### config.mk
export PLATFORM = sky130hd
export DESIGN_NAME = cdg_result_seq_flat
export DESIGN_NICKNAME = d
export VERILOG_FILES = /design/src/hw/rtl/cdg_pkg.sv /design/src/hw/rtl/cdg_if.sv /design/src/hw/rtl/cdg_result_seq.sv /design/src/flat_wrapper.sv
export SDC_FILE = /design/constraint.sdc
export NUM_CORES = 1
export LEC_CHECK = 0
export ABC_AREA = 1
export BUFFER_PORTS_ARGS = -buffer_cell sky130_fd_sc_hd__buf_2
export CORE_UTILIZATION = 54
export CTS_BUF_LIST = sky130_fd_sc_hd__clkbuf_16
export DETAILED_ROUTE_END_ITERATION = 6
export GPL_ROUTABILITY_DRIVEN = 0
export PLACE_DENSITY = 0.86
export SETUP_SLACK_MARGIN = 0.05
export SLEW_MARGIN = 20
export SYNTH_ARGS = -nofsm -noshare
export SYNTH_HDL_FRONTEND = slang
export SYNTH_SLANG_ARGS = --single-unit
### constraint.sdc
create_clock -name clk -period 5.9 [get_ports clk]
set_input_delay 0.885 -clock clk [delete_from_list [all_inputs] [get_ports clk]]
set_output_delay 0.885 -clock clk [all_outputs]
set_load 0.05 [all_outputs]
### src/hw/rtl/cdg_pkg.sv
// shared constants, register codes and control types of the gradient unit
`timescale 1ns / 1ps
package cdg_pkg;

  localparam int DEF_MAX_WIDTH  = 1024;
  localparam int DEF_MAX_HEIGHT = 1024;
  localparam int DEF_PIXEL_BITS = 8;

  localparam int CFG_W      = 11;
  localparam int APB_DATA_W = 32;
  localparam int APB_ADDR_W = 3;

  localparam int OUT_POS_W = 10;
  localparam int DIFF_W    = 9;
  localparam int DIFF_LIM  = 255;

  localparam logic [CFG_W-1:0] RESET_FRAME_WIDTH  = 11'd640;
  localparam logic [CFG_W-1:0] RESET_FRAME_HEIGHT = 11'd480;

  // register index, taken from paddr[2]
  localparam logic REG_FRAME_WIDTH  = 1'b0;
  localparam logic REG_FRAME_HEIGHT = 1'b1;

  // result kinds per pixel, in emission order
  localparam logic [1:0] RES_UP   = 2'd0;
  localparam logic [1:0] RES_LEFT = 2'd1;
  localparam logic [1:0] RES_HERE = 2'd2;
  localparam int         RES_N    = 3;

  typedef struct packed {
    logic res_up;
    logic res_left;
    logic res_here;
    logic first_col;
    logic last_col;
    logic row_one;
    logic col_one;
  } cdg_ctrl_t;

endpackage

### src/hw/rtl/cdg_if.sv


interface cdg_res_if;
  logic                                valid;
  logic                                ready;
  logic signed [cdg_pkg::DIFF_W-1:0]   dx_twice;
  logic signed [cdg_pkg::DIFF_W-1:0]   dy_twice;
  logic        [cdg_pkg::OUT_POS_W-1:0] out_row;
  logic        [cdg_pkg::OUT_POS_W-1:0] out_col;
  logic                                run_end;
  logic                                frame_end;

  modport source (output valid, output dx_twice, output dy_twice, output out_row,
                  output out_col, output run_end, output frame_end, input ready);
  modport sink   (input valid, input dx_twice, input dy_twice, input out_row,
                  input out_col, input run_end, input frame_end, output ready);
endinterface

### src/hw/rtl/cdg_result_seq.sv
// difference datapath, per-pixel result sequencer and output register
`timescale 1ns / 1ps
module cdg_result_seq #(
  parameter int MAX_WIDTH  = cdg_pkg::DEF_MAX_WIDTH,
  parameter int MAX_HEIGHT = cdg_pkg::DEF_MAX_HEIGHT,
  parameter int PIXEL_BITS = cdg_pkg::DEF_PIXEL_BITS,
  localparam int CW = $clog2(MAX_WIDTH),
  localparam int RW = $clog2(MAX_HEIGHT)
) (
  input  logic                   clk,
  input  logic                   rst_n,
  input  logic                   s_valid,
  input  cdg_pkg::cdg_ctrl_t     s_ctrl,
  input  logic [PIXEL_BITS-1:0]  s_pix,
  input  logic [PIXEL_BITS-1:0]  s_mid_c,
  input  logic [PIXEL_BITS-1:0]  s_mid_r,
  input  logic [PIXEL_BITS-1:0]  s_up,
  input  logic [PIXEL_BITS-1:0]  s_mid_l,
  input  logic [PIXEL_BITS-1:0]  s_last,
  input  logic [PIXEL_BITS-1:0]  s_second,
  input  logic [RW-1:0]          s_row,
  input  logic [CW-1:0]          s_col,
  output logic                   retire,
  cdg_res_if.source              out_res
);

  localparam int DW = PIXEL_BITS + 2;
  localparam logic signed [DW-1:0] LIM_HI = DW'(cdg_pkg::DIFF_LIM);
  localparam logic signed [DW-1:0] LIM_LO = -LIM_HI;

  function automatic logic signed [cdg_pkg::DIFF_W-1:0] sat_diff(
    input logic [PIXEL_BITS-1:0] a,
    input logic [PIXEL_BITS-1:0] b
  );
    logic signed [DW-1:0] d;
    d = $signed({2'b00, a}) - $signed({2'b00, b});
    if (d > LIM_HI) begin
      d = LIM_HI;
    end else if (d < LIM_LO) begin
      d = LIM_LO;
    end
    return cdg_pkg::DIFF_W'(d);
  endfunction

  logic [cdg_pkg::RES_N-1:0] done_r, done_nxt, has, pend, sel_oh, rest;
  logic [1:0]                sel_idx;
  logic                      out_space, push;
  logic [PIXEL_BITS-1:0]     dx_a, dx_b, dy_a, dy_b;
  logic [RW-1:0]             row_sel;
  logic [CW-1:0]             col_sel;

  logic                                out_valid_r;
  logic signed [cdg_pkg::DIFF_W-1:0]   dx_r, dy_r;
  logic        [cdg_pkg::OUT_POS_W-1:0] row_r, col_r;
  logic                                run_end_r, frame_end_r;

  always_comb begin
    has                    = '0;
    has[cdg_pkg::RES_UP]   = s_ctrl.res_up;
    has[cdg_pkg::RES_LEFT] = s_ctrl.res_left;
    has[cdg_pkg::RES_HERE] = s_ctrl.res_here;
    pend                   = s_valid ? (has & ~done_r) : '0;
    priority if (pend[cdg_pkg::RES_UP]) begin
      sel_idx = cdg_pkg::RES_UP;
    end else if (pend[cdg_pkg::RES_LEFT]) begin
      sel_idx = cdg_pkg::RES_LEFT;
    end else begin
      sel_idx = cdg_pkg::RES_HERE;
    end
    sel_oh = cdg_pkg::RES_N'(1) << sel_idx;
    rest   = pend & ~sel_oh;
  end

  assign out_space = !out_valid_r || out_res.ready;
  assign push      = (pend != '0) && out_space;
  assign retire    = s_valid && ((pend == '0) || (push && (rest == '0)));

  always_comb begin
    done_nxt = done_r;
    priority if (retire) begin
      done_nxt = '0;
    end else if (push) begin
      done_nxt = done_r | sel_oh;
    end else begin
      done_nxt = done_r;
    end
  end

  // operand selection for the chosen result
  always_comb begin
    unique case (sel_idx)
      cdg_pkg::RES_UP: begin
        priority if (s_ctrl.first_col) begin
          dx_a = s_mid_r;
          dx_b = s_mid_c;
        end else if (s_ctrl.last_col) begin
          dx_a = s_mid_c;
          dx_b = s_mid_l;
        end else begin
          dx_a = s_mid_r;
          dx_b = s_mid_l;
        end
        dy_a    = s_pix;
        dy_b    = s_ctrl.row_one ? s_mid_c : s_up;
        row_sel = s_row - RW'(1);
        col_sel = s_col;
      end
      cdg_pkg::RES_LEFT: begin
        dx_a    = s_pix;
        dx_b    = s_ctrl.col_one ? s_last : s_second;
        dy_a    = s_last;
        dy_b    = s_mid_l;
        row_sel = s_row;
        col_sel = s_col - CW'(1);
      end
      default: begin
        dx_a    = s_pix;
        dx_b    = s_last;
        dy_a    = s_pix;
        dy_b    = s_mid_c;
        row_sel = s_row;
        col_sel = s_col;
      end
    endcase
  end

  always_ff @(posedge clk) begin
    if (!rst_n) begin
      done_r      <= '0;
      out_valid_r <= 1'b0;
    end else begin
      done_r <= done_nxt;
      priority if (push) begin
        out_valid_r <= 1'b1;
      end else if (out_res.ready) begin
        out_valid_r <= 1'b0;
      end else begin
        out_valid_r <= out_valid_r;
      end
    end
  end

  always_ff @(posedge clk) begin
    if (push) begin
      dx_r        <= sat_diff(dx_a, dx_b);
      dy_r        <= sat_diff(dy_a, dy_b);
      row_r       <= cdg_pkg::OUT_POS_W'(row_sel);
      col_r       <= cdg_pkg::OUT_POS_W'(col_sel);
      run_end_r   <= (rest == '0);
      frame_end_r <= (sel_idx == cdg_pkg::RES_HERE);
    end
  end

  assign out_res.valid     = out_valid_r;
  assign out_res.dx_twice  = dx_r;
  assign out_res.dy_twice  = dy_r;
  assign out_res.out_row   = row_r;
  assign out_res.out_col   = col_r;
  assign out_res.run_end   = run_end_r;
  assign out_res.frame_end = frame_end_r;

  a_frame_end_closes_run: assert property (@(posedge clk) disable iff (!rst_n)
    out_res.valid && out_res.frame_end |-> out_res.run_end)
    else $error("frame end without run end");

  a_retire_clears: assert property (@(posedge clk) disable iff (!rst_n)
    retire |=> (done_r == '0))
    else $error("emitted mask not cleared after retire");

  a_done_subset: assert property (@(posedge clk) disable iff (!rst_n)
    s_valid |-> ((done_r & ~has) == '0))
    else $error("result emitted that the pixel does not produce");

endmodule

### src/flat_wrapper.sv
// flat-port wrapper written by rule: the top's interface ports become plain ports
module cdg_result_seq_flat 
#(
  parameter int MAX_WIDTH  = cdg_pkg::DEF_MAX_WIDTH,
  parameter int MAX_HEIGHT = cdg_pkg::DEF_MAX_HEIGHT,
  parameter int PIXEL_BITS = cdg_pkg::DEF_PIXEL_BITS,
  localparam int CW = $clog2(MAX_WIDTH),
  localparam int RW = $clog2(MAX_HEIGHT)
)
  (clk, rst_n, s_valid, s_ctrl, s_pix, s_mid_c, s_mid_r, s_up, s_mid_l, s_last, s_second, s_row, s_col, retire, out_res_valid, out_res_dx_twice, out_res_dy_twice, out_res_out_row, out_res_out_col, out_res_run_end, out_res_frame_end, out_res_ready);
  cdg_res_if out_res_i ();
  input  logic clk;
  input  logic rst_n;
  input  logic s_valid;
  input  cdg_pkg::cdg_ctrl_t s_ctrl;
  input  logic [PIXEL_BITS-1:0] s_pix;
  input  logic [PIXEL_BITS-1:0] s_mid_c;
  input  logic [PIXEL_BITS-1:0] s_mid_r;
  input  logic [PIXEL_BITS-1:0] s_up;
  input  logic [PIXEL_BITS-1:0] s_mid_l;
  input  logic [PIXEL_BITS-1:0] s_last;
  input  logic [PIXEL_BITS-1:0] s_second;
  input  logic [RW-1:0] s_row;
  input  logic [CW-1:0] s_col;
  output logic retire;
  output wire logic [$bits(out_res_i.valid)-1:0] out_res_valid;
  output wire logic [$bits(out_res_i.dx_twice)-1:0] out_res_dx_twice;
  output wire logic [$bits(out_res_i.dy_twice)-1:0] out_res_dy_twice;
  output wire logic [$bits(out_res_i.out_row)-1:0] out_res_out_row;
  output wire logic [$bits(out_res_i.out_col)-1:0] out_res_out_col;
  output wire logic [$bits(out_res_i.run_end)-1:0] out_res_run_end;
  output wire logic [$bits(out_res_i.frame_end)-1:0] out_res_frame_end;
  input wire logic [$bits(out_res_i.ready)-1:0] out_res_ready;
  assign out_res_valid = out_res_i.valid;
  assign out_res_dx_twice = out_res_i.dx_twice;
  assign out_res_dy_twice = out_res_i.dy_twice;
  assign out_res_out_row = out_res_i.out_row;
  assign out_res_out_col = out_res_i.out_col;
  assign out_res_run_end = out_res_i.run_end;
  assign out_res_frame_end = out_res_i.frame_end;
  assign out_res_i.ready = out_res_ready;
  cdg_result_seq #(.MAX_WIDTH(MAX_WIDTH), .MAX_HEIGHT(MAX_HEIGHT), .PIXEL_BITS(PIXEL_BITS)) u_core (.clk(clk), .rst_n(rst_n), .s_valid(s_valid), .s_ctrl(s_ctrl), .s_pix(s_pix), .s_mid_c(s_mid_c), .s_mid_r(s_mid_r), .s_up(s_up), .s_mid_l(s_mid_l), .s_last(s_last), .s_second(s_second), .s_row(s_row), .s_col(s_col), .retire(retire), .out_res(out_res_i));
endmodule
==> results.toml <==
[global_routing]
met3_usage = 0.0451
use_met2 = 0.515
grtUsageMet1 = 0.322
grt_max_degree = 25
antenna_found_initial = 1
grt_use_total = 0.286
overflow = 0
grt_pass1_wl_um = 14800
grt_pass1_vias = 3467
busiest_layer = "met2"

[timing]
period_share = 0.632
setup-violations-final = 0
fin_tns_setup_ns = 0
timing.fmax_mhz = 268
tightest_slew_ns = 0.797
finClkSkew_ns = 0.00328
period_needed_ns = 3.73
timing.final.max_slew_violations = 0
slew_headroom = 0.468
hold_violations = 0
rsz0062_at_grt = "no"

[critical_path]
endpoint = "u_core.out_res.dy_twice[0]"
crit_required_ns = 5.94
crit_type = "primary input to flop"
crit_cells = 18
r2r_start = "u_core.done_r[0]"
critical-path-top-delay-family = "simple AND/OR/NAND/NOR gates"
critPathSlowestCell = "nand2_2"
critPathBufInv = 4
cpPeakStageDelay_ns = 0.39
rr_endpoint = "u_core.out_res.dy_twice[0]"
cp-end-kind = "flop"
critPathMaxFanout = 22
worst_path_most_repeated_cell = "nand2_1"
crit_chain = "buf_2, nand3b_4, nand2_2, nand2_2, inv_2, a21oi_1, ha_1, fa_1, inv_1, nand2_1, a21oi_1, nand3_1, nor2_1, nand4_1, nand2_1, ha_1, inv_1, nand2_1"
crit_path_start_kind = "primary input"
ff2ff_setup_slack_ns = 2.51
startpoint = "s_valid"
reg2regPathDepth = 17
cp.arrival_ns = 3.77

[clock_network]
cts-buffers-inserted = 5
cts_buffer_depth = 2
cts_hold_buf = 0
cts_tree = "done"
cts.sinks = 44
cts.repair.resized = 0
clk_pin_slew_ns = 0.06
cts_htree_levels = 2
insertion_delay_ns = 0.28
root_buffer = "clkbuf_16"
cts_setup_buffers = 0

[placed_design]
dpl-instance-area_um2 = 4200
io_buffers = 128
dp_hpwl_um = 7480

[layout]
regArea_um2 = 1280
fin_area_um2 = 4370
final_cell_mix = "131 x nand2_1, 128 x buf_2, 84 x inv_1, 45 x nor2_1, 40 x edfxtp_1"
multi_input_area_um2 = 1860
area_delta_synth_final_pct = 24.4
drive_above_1_share = 0.243
mostFrequentLayoutCell = "nand2_1"
nNetsFinal = 717
fill_cells = 519

[logic_synthesis]
ys_warn_count = 0
avgSynthCellArea_um2 = 7.25
synth_seq_cells = 44
synth-seq-area-share = 0.365
synth_cell_types = 35
synth_area_um2 = 3510
syn_inst = 484
synth_nets = 593

[floorplan]
die_h_um = 82.6
io-pin-count = 129
dieArea_um2 = 6830
rows = 29
start_util = 0.556
die_w_um = 82.6
coreArea_um2 = 6310

[run_status]
status = "complete, no violations"

[routing]
wirelength_um = 9110
drt_first_pass_iters = 4
drc_errors = 0
ant_nets = 0
dr_total_vias = 3732
wl_per_cell_um = 13.3
drt-initial-drc-count = 166
vias_per_cell = 5.43

[hold_path]
hold_depth = 2
min_path_type = "flop to flop"

[pwr]
p_leak_nw = 2.29
p_per_area_nw_per_um2 = 295
ir_drop_mv = 0.222

[run]
maxCapViolCount = 0
==> Yosys cell counts, drive strengths merged <==
cell type | instances | area (µm²)
xnor2 | 4 | 35.0
a31oi | 1 | 6.26
inv | 85 | 319
mux2i | 2 | 20.0
nand3b | 4 | 42.5
nand4 | 10 | 62.6
a21oi | 29 | 153
buf | 6 | 32.5
nor3 | 3 | 15.0
dfxtp | 4 | 80.1
o221ai | 7 | 61.3
nor2 | 50 | 210
nand2 | 133 | 504
edfxtp | 40 | 1200
a221oi | 1 | 8.76
or2 | 1 | 6.26
clkbuf | 6 | 22.5
nand3 | 22 | 110
ha | 20 | 250
o21ai | 33 | 165
o211ai | 3 | 22.5
o21a | 1 | 7.51
xor2 | 9 | 78.8
a211oi | 5 | 37.5
fa | 2 | 40.0
o22ai | 2 | 12.5
nor4 | 1 | 6.26
==> layer usage <==
| metal | vias up | share of wire |
|---|---|---|
| met5 | - | 0 |
| met4 | 0 | 0.035 |
| met3 | 28 | 0.071 |
| met2 | 164 | 0.50 |
| met1 | 1700 | 0.40 |
| li1 | 1840 | - |
==> logic make-up after synthesis <==
kind of cell	Yosys count	share of synthesized area
muxes	2	0.00570
DFF	44	0.365
AOI/OAI and AO/OA	82	0.135
and+or+nand+nor	224	0.273
buffers and inverters	97	0.107
adders and majority gates	22	0.0827
xor gates and xnor gates	13	0.0324
==> worst reg2reg max path: stages (launching register included) <==
cell and delay (ns):
dfxtp_1 0.35, nand3b_4 0.28, nand2_2 0.39, nand2_2 0.10
inv_2 0.14, a21oi_1 0.09, ha_1 0.21, fa_1 0.38
inv_1 0.10, nand2_1 0.08, a21oi_1 0.15, nand3_1 0.09
nor2_1 0.12, nand4_1 0.11, nand2_1 0.08, ha_1 0.31
inv_1 0.09, nand2_1 0.05
==> state kept, by name, summed over array words and instances, names as in the netlist <==
register	count
u_core.done_r	3
u_core.out_res.dx_twice	9
u_core.out_res.dy_twice	9
u_core.out_res.frame_end	1
u_core.out_res.out_col	10
u_core.out_res.out_row	10
u_core.out_res.run_end	1
u_core.out_res.valid	1
==> area by class of cell <==
type,count,share of cell area
sequential,44,0.293
clock buffer,5,0.0287
inverter,85,0.0731
antenna,1,0.000573
tap,77,0.0221
timing repair buffer,129,0.148
multi-input combinational,343,0.425
clock inverter,3,0.00888
==> how the worst min path moves through the flow <==
stage	start	to	slack, ns
3_3_place_gp	u_core.done_r[2]	u_core.done_r[2]	0.43
4_1_cts	u_core.done_r[2]	u_core.done_r[2]	0.45
3_5_place_dp	u_core.done_r[2]	u_core.done_r[2]	0.44
6_report	u_core.done_r[2]	u_core.done_r[2]	0.45
2_1_floorplan	u_core.done_r[2]	u_core.done_r[2]	0.43
5_1_grt	u_core.done_r[2]	u_core.done_r[2]	0.48
==> stage by stage <==
stage | total power [W] | util | hold slack, ns | setup slack, ns | instances
3_5_place_dp | 0.000980 | 0.665 | 0.443 | 1.92 | 678
2_1_floorplan | 0.000845 | - | 0.425 | 2.27 | 484
4_1_cts | 0.00129 | 0.691 | 0.450 | 2.20 | 686
6_report | 0.00129 | 0.692 | 0.450 | 2.17 | 687
5_1_grt | 0.00137 | 0.692 | 0.478 | 1.81 | 687
3_3_place_gp | 0.000964 | 0.665 | 0.434 | 2.07 | 678
==> power breakdown <==
group	internal (W)	switching (W)
clock network	0.000197	0.000111
registers	0.000410	0.0000110
logic	0.000156	0.000401
Note: power is estimated with default switching activity, not from simulation.
