===== src/hw/rtl/cdg_pkg.sv =====
// shared constants, register codes and control types of the gradient unit
`timescale 1ns / 1ps
package cdg_pkg;

  localparam int DEF_MAX_WIDTH  = 1024;
  localparam int DEF_MAX_HEIGHT = 1024;
  localparam int DEF_PIXEL_BITS = 8;

  localparam int CFG_W      = 11;
  localparam int APB_DATA_W = 32;
  localparam int APB_ADDR_W = 3;

  localparam int OUT_POS_W = 10;
  localparam int DIFF_W    = 9;
  localparam int DIFF_LIM  = 255;

  localparam logic [CFG_W-1:0] RESET_FRAME_WIDTH  = 11'd640;
  localparam logic [CFG_W-1:0] RESET_FRAME_HEIGHT = 11'd480;

  // register index, taken from paddr[2]
  localparam logic REG_FRAME_WIDTH  = 1'b0;
  localparam logic REG_FRAME_HEIGHT = 1'b1;

  // result kinds per pixel, in emission order
  localparam logic [1:0] RES_UP   = 2'd0;
  localparam logic [1:0] RES_LEFT = 2'd1;
  localparam logic [1:0] RES_HERE = 2'd2;
  localparam int         RES_N    = 3;

  typedef struct packed {
    logic res_up;
    logic res_left;
    logic res_here;
    logic first_col;
    logic last_col;
    logic row_one;
    logic col_one;
  } cdg_ctrl_t;

endpackage


===== src/hw/rtl/cdg_cfg_regs.sv =====
// apb geometry registers with clamping and frame restart
`timescale 1ns / 1ps
module cdg_cfg_regs #(
  parameter int MAX_WIDTH  = cdg_pkg::DEF_MAX_WIDTH,
  parameter int MAX_HEIGHT = cdg_pkg::DEF_MAX_HEIGHT,
  localparam int CW = $clog2(MAX_WIDTH),
  localparam int RW = $clog2(MAX_HEIGHT)
) (
  input  logic                           clk,
  input  logic                           rst_n,
  input  logic                           psel,
  input  logic                           penable,
  input  logic                           pwrite,
  input  logic [cdg_pkg::APB_ADDR_W-1:0] paddr,
  input  logic [cdg_pkg::APB_DATA_W-1:0] pwdata,
  output logic [cdg_pkg::APB_DATA_W-1:0] prdata,
  output logic                           pready,
  output logic [CW-1:0]                  w_last,
  output logic [RW-1:0]                  h_last,
  output logic                           restart
);

  localparam int XW = (cdg_pkg::CFG_W > CW + 1) ? cdg_pkg::CFG_W : CW + 1;
  localparam int YW = (cdg_pkg::CFG_W > RW + 1) ? cdg_pkg::CFG_W : RW + 1;

  logic [cdg_pkg::CFG_W-1:0] frame_width_r;
  logic [cdg_pkg::CFG_W-1:0] frame_height_r;
  logic [cdg_pkg::CFG_W-1:0] frame_width_nxt;
  logic [cdg_pkg::CFG_W-1:0] frame_height_nxt;
  logic [XW-1:0]             wv;
  logic [YW-1:0]             hv;
  logic                      wr_en;

  assign pready  = 1'b1;
  assign wr_en   = psel && penable && pwrite;
  assign restart = wr_en;

  always_comb begin
    frame_width_nxt  = frame_width_r;
    frame_height_nxt = frame_height_r;
    if (wr_en) begin
      unique case (paddr[2])
        cdg_pkg::REG_FRAME_WIDTH:  frame_width_nxt  = pwdata[cdg_pkg::CFG_W-1:0];
        cdg_pkg::REG_FRAME_HEIGHT: frame_height_nxt = pwdata[cdg_pkg::CFG_W-1:0];
        default: ;
      endcase
    end
  end

  always_ff @(posedge clk) begin
    if (!rst_n) begin
      frame_width_r  <= cdg_pkg::RESET_FRAME_WIDTH;
      frame_height_r <= cdg_pkg::RESET_FRAME_HEIGHT;
    end else begin
      frame_width_r  <= frame_width_nxt;
      frame_height_r <= frame_height_nxt;
    end
  end

  always_comb begin
    unique case (paddr[2])
      cdg_pkg::REG_FRAME_WIDTH:  prdata = cdg_pkg::APB_DATA_W'(frame_width_r);
      cdg_pkg::REG_FRAME_HEIGHT: prdata = cdg_pkg::APB_DATA_W'(frame_height_r);
      default:                   prdata = '0;
    endcase
  end

  // clamp to 2..max, expressed as last index
  always_comb begin
    wv = XW'(frame_width_r);
    hv = YW'(frame_height_r);
    if (wv < XW'(2)) begin
      w_last = CW'(1);
    end else if (wv > XW'(MAX_WIDTH)) begin
      w_last = CW'(MAX_WIDTH - 1);
    end else begin
      w_last = CW'(wv - XW'(1));
    end
    if (hv < YW'(2)) begin
      h_last = RW'(1);
    end else if (hv > YW'(MAX_HEIGHT)) begin
      h_last = RW'(MAX_HEIGHT - 1);
    end else begin
      h_last = RW'(hv - YW'(1));
    end
  end

endmodule


===== config.mk =====
export PLATFORM = sky130hd
export DESIGN_NAME = cdg_cfg_regs
export DESIGN_NICKNAME = d
export VERILOG_FILES = /design/src/hw/rtl/cdg_pkg.sv /design/src/hw/rtl/cdg_cfg_regs.sv
export SDC_FILE = /design/constraint.sdc
export NUM_CORES = 1
export LEC_CHECK = 0
export ABC_AREA = 1
export BUFFER_PORTS_ARGS = -buffer_cell sky130_fd_sc_hd__buf_2
export CAP_MARGIN = 40
export CELL_PAD_IN_SITES_DETAIL_PLACEMENT = 0
export CELL_PAD_IN_SITES_GLOBAL_PLACEMENT = 1
export CORE_ASPECT_RATIO = 0.75
export CORE_UTILIZATION = 26
export CTS_BUF_LIST = sky130_fd_sc_hd__clkbuf_8 sky130_fd_sc_hd__clkbuf_16
export DETAILED_ROUTE_END_ITERATION = 6
export GPL_TIMING_DRIVEN = 0
export HOLD_SLACK_MARGIN = 0.03
export PLACE_DENSITY_LB_ADDON = 0.3
export SLEW_MARGIN = 20
export SYNTH_ARGS = -nofsm -noshare
export SYNTH_HDL_FRONTEND = slang
export SYNTH_SLANG_ARGS = --single-unit

===== constraint.sdc =====
create_clock -name clk -period 1.27 [get_ports clk]
set_input_delay 0.254 -clock clk [delete_from_list [all_inputs] [get_ports clk]]
set_output_delay 0.254 -clock clk [all_outputs]
set_load 0.1 [all_outputs]

==> impl_metrics.sql, run 1 <==
INSERT INTO impl_metrics (metric_group, metric, value, unit) VALUES
('timing', 'period_minus_slack', '1.89', 'ns'),
('routing', 'post_drt_wl_per_cell', '12.5', 'µm'),
('routing', 'route.detailed.drc', '0', ''),
('timing', 'final-max-slew-violation-count', '0', ''),
('critical_path', 'critPathLaunchType', 'flip-flop', ''),
('critical_path', 'worstPathMaxFanout', '3', ''),
('global_route', 'first_global_vias', '1902', ''),
('layout', 'multiInputGateArea', '1540', 'µm²'),
('critical_path', 'worst-setup-path-type', 'reg2out', ''),
('floorplanning', 'die-height', '72.1', 'µm'),
('layout', 'finalInstanceArea', '3570', 'µm²'),
('synth', 'synth.distinct_cells', '30', ''),
('clock_network', 'clkLatencyLatePin', '0.26', 'ns'),
('pwr', 'total_leakage_power', '1.60', 'nW'),
('placed_design', 'gp_congestion', '0.794', ''),
('critical_path', 'startpoint', 'frame_width_r[1]', ''),
('placed_design', 'post-place-cells', '416', ''),
('global_route', 'grt_usage', '17.3', '%'),
('critical_path', 'regToRegSetupSlack', '0.28', 'ns'),
('floorplanning', 'placement_rows', '25', ''),
('routing', 'drt_iter0_markers', '76', ''),
('pwr', 'irDropWorstVdd', '0.521', 'mV'),
('timing', 'worst_slack', '-0.623', 'ns'),
('routing', 'detail-route-antenna-nets', '0', ''),
('layout', 'finalCoreUtilization', '56.5', '%'),
('timing', 'fmax', '0.528', 'GHz'),
('timing', 'finalSetupViolations', '30', ''),
('clock_network', 'cts_htree_levels', '1', ''),
('timing', 'final-hold-violation-count', '0', ''),
('floorplanning', 'start_util', '27.0', '%'),
('routing', 'totalWireLength', '5660', 'µm'),
('timing', 'grt_setup_unrepaired', 'true', ''),
('placed_design', 'detailedPlace.worstSlack', '-0.857', 'ns'),
('placed_design', 'postPlaceCellArea', '2420', 'µm²'),
('placed_design', 'detailedPlacementHpwl', '4170', 'µm'),
('layout', 'seqCellArea', '508', 'µm²'),
('critical_path', 'r2r.worst_path.cells', '5', ''),
('clock_network', 'cts_buffer_depth', '2', ''),
('min_path', 'hold_path_end', 'frame_height_r[7]', ''),
('layout', 'post_route_cells_drive_above_1_share', '63.0', '%'),
('critical_path', 'worstReg2RegEnd', 'frame_width_r[1]', ''),
('layout', 'n_fill_cell', '572', ''),
('global_route', 'grt_max_degree', '13', ''),
('layout', 'final_nets', '413', ''),
('timing', 'period_share', '149', '%'),
('routing', 'routed-via-count', '2022', ''),
('job', 'max-cap-violations', '0', ''),
('global_route', 'grt_use_met2', '26.1', '%'),
('floorplanning', 'dieArea', '6880', 'µm²'),
('global_route', 'global_route.usage.met1', '26.3', '%'),
('clock_network', 'cts_tree', 'yes', ''),
('global_route', 'grt_first_pass_wirelength', '9330', 'µm'),
('critical_path', 'worstPathArrival', '1.64', 'ns'),
('synth', 'post_synth_instance_area', '1700', 'µm²'),
('floorplanning', 'fp.dieW', '95.5', 'µm'),
('min_path', 'whs_path_depth', '3', ''),
('global_route', 'antenna_violations_before_repair', '0', ''),
('floorplanning', 'core', '6320', 'µm²'),
('clock_network', 'hold_buffers', '0', ''),
('critical_path', 'worstReg2RegStart', 'frame_width_r[1]', ''),
('clock_network', 'root_buffer', 'clkbuf_8', ''),
('global_route', 'grt_overflow', '0', ''),
('run_status', 'failed_checks', 'setup timing', ''),
('synth', 'part_of_the_yosys_area_used_for_sequential_elements', '25.9', '%'),
('layout', 'antenna_cells', '0', ''),
('synth', 'postSynthCellCount', '268', ''),
('layout', 'final_cell_count_no_fill', '451', ''),
('min_path', 'min-delay-start', 'pwdata[7]', ''),
('run_status', 'outcome', 'finished with violations', ''),
('timing', 'finalClockSkew', '0', 'ns'),
('synth', 'synth_seq_cells', '22', '');
critical path, cell delays in order, from the launching register on:
cell	delay [ns]
dfxtp_4	0.37
inv_4	0.07
ha_4	0.15
inv_4	0.04
nor3_4	0.18
xor2_1	0.17
nor2_1	0.09
nor2_4	0.13
buf_12	0.18
layout by cell type, fill, tap and decap left out, types with 2 or more instances in the layout:
cell type and n:
nand3_2 4, inv_1 9, buf_4 41, a21oi_4 9, nand2_2 9, buf_6 13, nor2_4 21, nor2_2 13
conb_1 22, o21ai_0 21, dfxtp_4 16, clkbuf_8 5, buf_12 32, ha_4 2, nor3_4 2, nand3_1 6
dfxtp_2 6, inv_2 8, a21oi_1 18, xor2_1 3, inv_6 2, nand2_1 29, o21ai_4 11, inv_4 9
buf_2 17, o21ai_1 3, nor2_1 22, nand2_4 8
where the power goes:
group	leakage, nW	switching (mW)	internal (mW)
sequential	0.189	0.0381	0.695
clock	0.0288	0.240	0.277
combinational	1.39	1.34	0.651
layout make-up:
type | instances | share of cell area [%]
Multi-Input combinational cell | 210 | 43.3
Sequential cell | 22 | 14.2
Buffer | 28 | 6.42
Clock buffer | 4 | 1.54
Timing Repair Buffer | 78 | 27.8
Tap cell | 81 | 2.84
Inverter | 28 | 3.86
Yosys cell counts:
cell type	n	share of area, %
nor3_4	1	0.96
nand3_2	1	0.59
inv_1	24	5.3
a21oi_1	25	7.3
nor2_2	6	2.2
inv_2	4	0.88
nand2_4	1	0.66
nor2_4	4	2.6
a31oi_1	1	0.37
xnor2_1	1	0.51
buf_2	2	0.59
nor2_1	46	10
a21oi_2	2	1.0
buf_4	22	9.7
nor3b_4	1	1.1
nand4_1	1	0.37
nor3_2	1	0.59
clkbuf_1	3	0.66
o21ai_1	2	0.59
conb_1	2	0.44
buf_6	1	0.66
ha_1	2	1.5
nor3_1	1	0.29
nand3_1	9	2.6
nand3b_1	1	0.44
nand2_1	43	9.5
dfxtp_1	22	26
xor2_1	4	2.1
nand2_2	2	0.73
o21ai_0	33	9.7
registers in the layout, indices dropped and copies added, names as in the netlist:
| register | count |
|---|---|
| frame_width_r | 11 |
| frame_height_r | 11 |
what timing repair did:
action / 4_1_cts / 5_1_grt
pin swaps: 23 / 33
buffers inserted: 17 / 15
resized for setup: 209 / 28
endpoints found under the setup margin: 31 / 31
how the worst max path moves through the flow:
stage,cells after the start,end
global route,8,w_last[4]
floorplan,4,h_last[0]
global placement,6,w_last[0]
CTS,8,w_last[4]
finish,8,w_last[4]
detailed placement,6,w_last[0]
metal layers:
metal / share of wire [%] / vias to the layer above
li1: - / 1026
met1: 50 / 939
met2: 44 / 53
met3: 5.6 / 4
met4: 0.55 / 0
met5: 0 / -
logic make-up (layout without fill, tap and decap cells):
group           Yosys count  in the layout  share of synthesized area, %
simple gates            118            118                          32.8
buf+inv                  56            138                          17.8
compound gates           63             63                          19.0
other cells               2             22                         0.441
xor+xnor                  5              5                          2.57
flops                    22             22                          25.9
fa+ha+maj                 2              2                          1.47
Power figures use the tool's default switching activity.
==> run 2, diff against run 1 <==
--- a/config.mk
+++ b/config.mk
@@ -17,6 +17,7 @@
 export GPL_TIMING_DRIVEN = 0
 export HOLD_SLACK_MARGIN = 0.03
 export PLACE_DENSITY_LB_ADDON = 0.3
+export SETUP_SLACK_MARGIN = 0.05
 export SLEW_MARGIN = 20
 export SYNTH_ARGS = -nofsm -noshare
 export SYNTH_HDL_FRONTEND = slang
==> run 2 against run 1 <==
Against the previous run: the run still ends with setup timing left; final cell count is 0.44% higher; count of clock-buffer cells in the layout unchanged; routed wire length fell by 1.3%; first-iteration DRC count down 3.9%; clock power about the same; die area stayed put; combinational power hardly changed; largest power group unchanged; highest routed layer unchanged.
==> impl_metrics.sql, run 2 (synthesis gave the netlist of run 1 again) <==
INSERT INTO impl_metrics (metric_group, metric, value, unit) VALUES
('floorplanning', 'placement_rows', '25', ''),
('layout', 'n_fill_cell', '579', ''),
('global_route', 'grt_max_degree', '13', ''),
('pwr', 'irDropWorstVdd', '0.389', 'mV'),
('clock_network', 'cts_tree', 'yes', ''),
('critical_path', 'worst-setup-path-type', 'reg2out', ''),
('timing', 'finalSetupViolations', '31', ''),
('critical_path', 'path_delay_family', 'simple AND/OR/NAND/NOR gates', ''),
('layout', 'antenna_cells', '0', ''),
('routing', 'firstDrtPassIters', '4', ''),
('placed_design', 'detailedPlacementHpwl', '4170', 'µm'),
('run_status', 'outcome', 'finished with violations', ''),
('pwr', 'power.density_cell_area', '908', 'nW/µm²'),
('critical_path', 'crit_path_frequent_cell', 'nor2_2', ''),
('run_status', 'failed_checks', 'setup timing', ''),
('timing', 'grt_setup_unrepaired', 'true', ''),
('layout', 'finalCoreUtilization', '56.5', '%'),
('timing', 'period_minus_slack', '1.90', 'ns'),
('timing', 'worst_slack', '-0.630', 'ns'),
('layout', 'final_nets', '415', ''),
('placed_design', 'portBuffers', '47', ''),
('timing', 'totalNegativeSetupSlack', '-12.49', 'ns'),
('floorplanning', 'die-height', '72.1', 'µm'),
('layout', 'post_route_cells_drive_above_1_share', '63.2', '%'),
('floorplanning', 'fp.dieW', '95.5', 'µm'),
('clock_network', 'clkLatencyLatePin', '0.26', 'ns'),
('routing', 'drt_iter0_markers', '73', ''),
('global_route', 'grt_usage', '17.3', '%'),
('clock_network', 'cts_htree_levels', '1', ''),
('critical_path', 'worstPathCellList', 'inv_2 > ha_4 > inv_4 > buf_4 > nor2_4 > nand3_2 > nand2_1 > nor2_2 > nor2_2 > buf_12', ''),
('layout', 'syn2layout_area_growth', '110', '%'),
('critical_path', 'critical_path_max_stage_delay', '0.34', 'ns'),
('routing', 'detail-route-antenna-nets', '0', ''),
('routing', 'routed-via-count', '2013', ''),
('timing', 'final-max-slew-violation-count', '0', ''),
('critical_path', 'r2r.worst_path.cells', '3', ''),
('routing', 'route.detailed.drc', '0', ''),
('placed_design', 'gp_congestion', '0.797', ''),
('floorplanning', 'core', '6320', 'µm²'),
('min_path', 'hold_path_class', 'in2reg', ''),
('clock_network', 'tritoncts.num_buffers', '3', ''),
('layout', 'mostFrequentLayoutCell', 'buf_4', ''),
('clock_network', 'clk_transition_reported_paths', '0.09', 'ns'),
('timing', 'fmax', '0.526', 'GHz'),
('timing', 'finalClockSkew', '0', 'ns'),
('routing', 'post_drt_wl_per_cell', '12.3', 'µm'),
('timing', 'period_share', '150', '%'),
('global_route', 'antenna_violations_before_repair', '0', ''),
('global_route', 'grt_overflow', '0', ''),
('critical_path', 'critPathLaunchType', 'flip-flop', ''),
('critical_path', 'crit_path_end_kind', 'output pin', ''),
('clock_network', 'clkSinkCount', '22', ''),
('clock_network', 'hold_buffers', '0', ''),
('min_path', 'whs_path_depth', '3', ''),
('floorplanning', 'dieArea', '6880', 'µm²'),
('clock_network', 'root_buffer', 'clkbuf_8', ''),
('global_route', 'grt_first_pass_wirelength', '9100', 'µm'),
('clock_network', 'cts_buffer_depth', '2', ''),
('critical_path', 'cp_num_cells', '10', ''),
('floorplanning', 'start_util', '27.0', '%'),
('global_route', 'first_global_vias', '1860', ''),
('routing', 'route.detailed.vias_per_inst', '4.44', ''),
('layout', 'final_cell_mix', '43 x buf_4, 33 x nand2_1, 31 x buf_12, 22 x o21ai_0, 22 x conb_1', ''),
('job', 'max-cap-violations', '0', ''),
('critical_path', 'critical_path_buf_inv_count', '4', ''),
('critical_path', 'worstPathMaxFanout', '3', ''),
('critical_path', 'worstPathArrival', '1.65', 'ns'),
('timing', 'fin_hold_ws', '0.218', 'ns'),
('critical_path', 'critical_path.slowest_cell', 'dfxtp_2', ''),
('floorplanning', 'floorplan.io_pins', '94', ''),
('timing', 'final-hold-violation-count', '0', ''),
('pwr', 'total_leakage_power', '1.60', 'nW'),
('routing', 'totalWireLength', '5580', 'µm'),
('critical_path', 'required', '1.02', 'ns'),
('layout', 'largest_registers', 'frame_height_r: 11 flops, frame_width_r: 11 flops', '');
[run 2: cell count changes in the layout (fill, tap and decap cells not counted), sizes merged]
cell,previous run,this run
buf,103,106
clkbuf,7,6
clkinvlp,0,1
inv,28,27
[run 2: layer usage]
metal  up-vias  wire, µm  global-route usage, %
met5         -         0                      0
met4         0        12                   1.49
met3         2       329                   4.09
met2        41      2410                   26.4
met1       938      2830                   25.5
li1       1032         -                      -
[run 2: layout make-up]
| cell class | instances | area, µm² | area share (%) |
|---|---|---|---|
| Inverter | 28 | 141 | 3.96 |
| Tap cell | 81 | 101 | 2.84 |
| Multi-Input combinational cell | 210 | 1540 | 43.0 |
| Timing Repair Buffer | 80 | 1010 | 28.2 |
| Buffer | 28 | 230 | 6.44 |
| Sequential cell | 22 | 502 | 14.0 |
| Clock buffer | 4 | 55.1 | 1.54 |
[run 2: power by group]
part / internal (mW) / switching, mW
logic: 0.651 / 1.34
clock network: 0.277 / 0.241
registers: 0.698 / 0.0358
[run 2: worst register-to-register path: stages, from the launching register on]
cell and delay [ns]:
dfxtp_4 0.38, buf_6 0.13, o21ai_0 0.15, nor2_1 0.05
[run 2: repair_timing]
item                       CTS  global route
resized for setup          196            37
setup endpoints to repair   32            31
setup buffers               22            11
pin swaps                   39            20
[run 2: path summary, 6_finish.rpt]
kind | startpoint | to | slack, ns
max | frame_width_r[1] | w_last[6] | -0.63
min | pwdata[7] | frame_height_r[7] | 0.22
max reg2reg | frame_height_r[2] | frame_height_r[2] | 0.46
min reg2reg | frame_width_r[8] | frame_width_r[8] | 0.52
[run 2: stage by stage]
stage               worst slack (ns)  std cells  cell area, µm²  power [mW]
floorplan                     -0.800        288            2080        2.08
global placement              -0.810        416            2420        2.26
detailed placement            -0.815        416            2420        2.26
CTS                           -0.666        442            3350        3.17
global route                  -0.720        453            3570        3.38
finish                        -0.630        453            3570        3.24
==> run 3, diff against run 2 <==
--- a/config.mk
+++ b/config.mk
@@ -14,9 +14,11 @@
 export CORE_UTILIZATION = 26
 export CTS_BUF_LIST = sky130_fd_sc_hd__clkbuf_8 sky130_fd_sc_hd__clkbuf_16
 export DETAILED_ROUTE_END_ITERATION = 6
+export GPL_ROUTABILITY_DRIVEN = 0
 export GPL_TIMING_DRIVEN = 0
 export HOLD_SLACK_MARGIN = 0.03
 export PLACE_DENSITY_LB_ADDON = 0.3
+export REMOVE_ABC_BUFFERS = 1
 export SETUP_SLACK_MARGIN = 0.05
 export SLEW_MARGIN = 20
 export SYNTH_ARGS = -nofsm -noshare
==> run 3 against run 2 <==
Against the previous run: highest routed layer unchanged; register-to-register slack worse by 0.10 ns; clock power is 2% lower; core utilization is 4.7 points lower; global-route usage is 0.82 points lower; via count is 4.6% lower; critical path depth is 1 lower; hold slack better by 0.0064 ns; the flow still finishes with violations (setup timing); largest power group unchanged; count of clock-buffer cells in the layout stayed put.
==> impl_metrics.sql, run 3 (synthesis gave the netlist of run 1 again) <==
INSERT INTO impl_metrics (metric_group, metric, value, unit) VALUES
('run_status', 'outcome', 'finished with violations', ''),
('run_status', 'failed_checks', 'setup timing', ''),
('layout', 'syn2layout_area_growth', '92.3', '%'),
('job', 'max-cap-violations', '0', ''),
('routing', 'route.detailed.drc', '0', ''),
('timing', 'finalClockSkew', '0', 'ns'),
('clock_network', 'hold_buffers', '0', ''),
('global_route', 'grt_usage', '16.5', '%'),
('timing', 'worst_slack', '-0.675', 'ns'),
('routing', 'totalWireLength', '5550', 'µm'),
('placed_design', 'detailedPlacementHpwl', '3770', 'µm'),
('global_route', 'grt_first_pass_wirelength', '8820', 'µm'),
('timing', 'finalSetupViolations', '30', ''),
('pwr', 'irDropWorstVdd', '0.392', 'mV'),
('pwr', 'clockPowerShare', '16.7', '%'),
('min_path', 'min-delay-start', 'pwdata[7]', ''),
('floorplanning', 'die-height', '72.1', 'µm'),
('layout', 'final_nets', '390', ''),
('floorplanning', 'floorplan.io_pins', '94', ''),
('critical_path', 'r2r.worst_path.cells', '4', ''),
('critical_path', 'critical_path_max_stage_delay', '0.33', 'ns'),
('floorplanning', 'placement_rows', '25', ''),
('timing', 'period_share', '153', '%'),
('routing', 'firstDrtPassIters', '4', ''),
('routing', 'drt_iter0_markers', '56', ''),
('clock_network', 'cts_tree', 'yes', ''),
('clock_network', 'clkLatencyLatePin', '0.27', 'ns'),
('min_path', 'whs_path_depth', '3', ''),
('critical_path', 'crit_path_end_kind', 'output pin', ''),
('pwr', 'total_leakage_power', '1.45', 'nW'),
('timing', 'fmax', '0.514', 'GHz'),
('global_route', 'antenna_violations_before_repair', '0', ''),
('floorplanning', 'start_util', '27.0', '%'),
('layout', 'mostFrequentLayoutCell', 'nand2_1', ''),
('critical_path', 'critical_path_buf_inv_count', '2', ''),
('floorplanning', 'fp.dieW', '95.5', 'µm'),
('critical_path', 'critPathLaunchType', 'flip-flop', ''),
('clock_network', 'cts_htree_levels', '1', ''),
('critical_path', 'worst-setup-path-type', 'reg2out', ''),
('critical_path', 'worstPathMaxFanout', '5', ''),
('pwr', 'netSwitchingPower', '1.56', 'mW'),
('global_route', 'grt_overflow', '0', ''),
('placed_design', 'portBuffers', '48', ''),
('critical_path', 'required', '1.02', 'ns'),
('timing', 'period_minus_slack', '1.95', 'ns'),
('layout', 'largest_registers', 'frame_height_r: 11 flops, frame_width_r: 11 flops', ''),
('pwr', 'seq_power_share', '24.0', '%'),
('floorplanning', 'dieArea', '6880', 'µm²'),
('clock_network', 'cts_buffer_depth', '2', ''),
('placed_design', 'postPlaceCellArea', '1920', 'µm²'),
('layout', 'antenna_cells', '0', ''),
('global_route', 'first_global_vias', '1757', ''),
('pwr', 'p_int', '1.49', 'mW'),
('clock_network', 'tritoncts.num_buffers', '3', ''),
('routing', 'routed-via-count', '1921', ''),
('clock_network', 'clkSinkCount', '22', ''),
('timing', 'grt_setup_unrepaired', 'true', ''),
('layout', 'finalCoreUtilization', '51.8', '%'),
('critical_path', 'worstPathArrival', '1.69', 'ns'),
('floorplanning', 'core', '6320', 'µm²'),
('critical_path', 'worstReg2RegStart', 'frame_height_r[4]', ''),
('routing', 'detail-route-antenna-nets', '0', ''),
('critical_path', 'critical_path.slowest_cell', 'dfxtp_2', ''),
('critical_path', 'worstPathCellList', 'buf_4 > nor2_4 > nand2_4 > nor2_4 > nand3_2 > nand2_1 > nor2_1 > nor2_1 > buf_6', ''),
('timing', 'final-hold-violation-count', '0', ''),
('clock_network', 'root_buffer', 'clkbuf_8', ''),
('critical_path', 'startpoint', 'frame_width_r[1]', ''),
('min_path', 'hold_path_class', 'in2reg', ''),
('clock_network', 'clk_transition_reported_paths', '0.08', 'ns'),
('timing', 'final-max-slew-violation-count', '0', ''),
('pwr', 'combinationalPowerShare', '59.3', '%'),
('critical_path', 'path_delay_family', 'simple AND/OR/NAND/NOR gates', ''),
('layout', 'post_route_cells_drive_above_1_share', '58.5', '%'),
('routing', 'post_drt_wl_per_cell', '13.0', 'µm'),
('layout', 'final_cell_mix', '31 x nand2_1, 27 x nor2_1, 25 x buf_12, 22 x o21ai_0, 22 x conb_1', ''),
('pwr', 'power.density_cell_area', '932', 'nW/µm²'),
('layout', 'finalInstanceArea', '3270', 'µm²'),
('global_route', 'grt_max_degree', '25', ''),
('critical_path', 'cp_num_cells', '9', ''),
('pwr', 'power_switching_share', '51.3', '%'),
('routing', 'route.detailed.vias_per_inst', '4.49', '');
run 3: what timing repair did:
item	4_1_cts	5_1_grt
resized for setup	259	40
pin swaps	44	30
setup buffers	26	11
setup endpoints to repair	32	35
cloned	1	0
run 3: through the flow:
stage | total power, mW | hold slack (ns) | setup WS [ns] | instances | setup TNS [ns]
finish | 3.05 | 0.224 | -0.675 | 428 | -12.45
global route | 3.18 | 0.231 | -0.809 | 428 | -14.60
CTS | 3.01 | 0.228 | -0.704 | 420 | -12.51
detailed placement | 2.09 | 0.505 | -0.738 | 389 | -15.75
global placement | 2.09 | 0.498 | -0.729 | 389 | -16.26
floorplan | 1.91 | 0.338 | -1.58 | 260 | -39.53
run 3: worst min-delay path, cell delays in order:
cell,delay [ns]
buf_2,0.09
a21oi_1,0.06
o21ai_0,0.06
run 3: routing by layer:
layer	vias up	track usage (%)	wire [µm]
li1	977	-	-
met1	897	24.8	2780
met2	44	24.6	2470
met3	3	3.88	292
met4	0	1.49	8
met5	-	0	0
run 3: layout make-up:
type | count | area, µm²
fill | 606 | 3040
tap | 81 | 101
inverter | 28 | 125
sequential | 22 | 503
clock buffer | 4 | 55.1
timing repair buffer | 83 | 1020
multi-input combinational | 210 | 1470
run 3: power groups by stage:
stage                     logic, mW  registers [mW]  clock network [mW]
after floorplan                1.15           0.752                   0
after global placement         1.33           0.760                   0
after detailed placement       1.33           0.761                   0
after CTS                      1.75           0.735               0.524
after global routing           1.89           0.735               0.555
final                          1.81           0.732               0.510
run 3: path summary, 6_finish.rpt:
kind / end / slack [ns]
min reg2reg: frame_width_r[8] / 0.53
min: frame_height_r[7] / 0.22
max reg2reg: frame_height_r[4] / 0.36
max: w_last[9] / -0.68
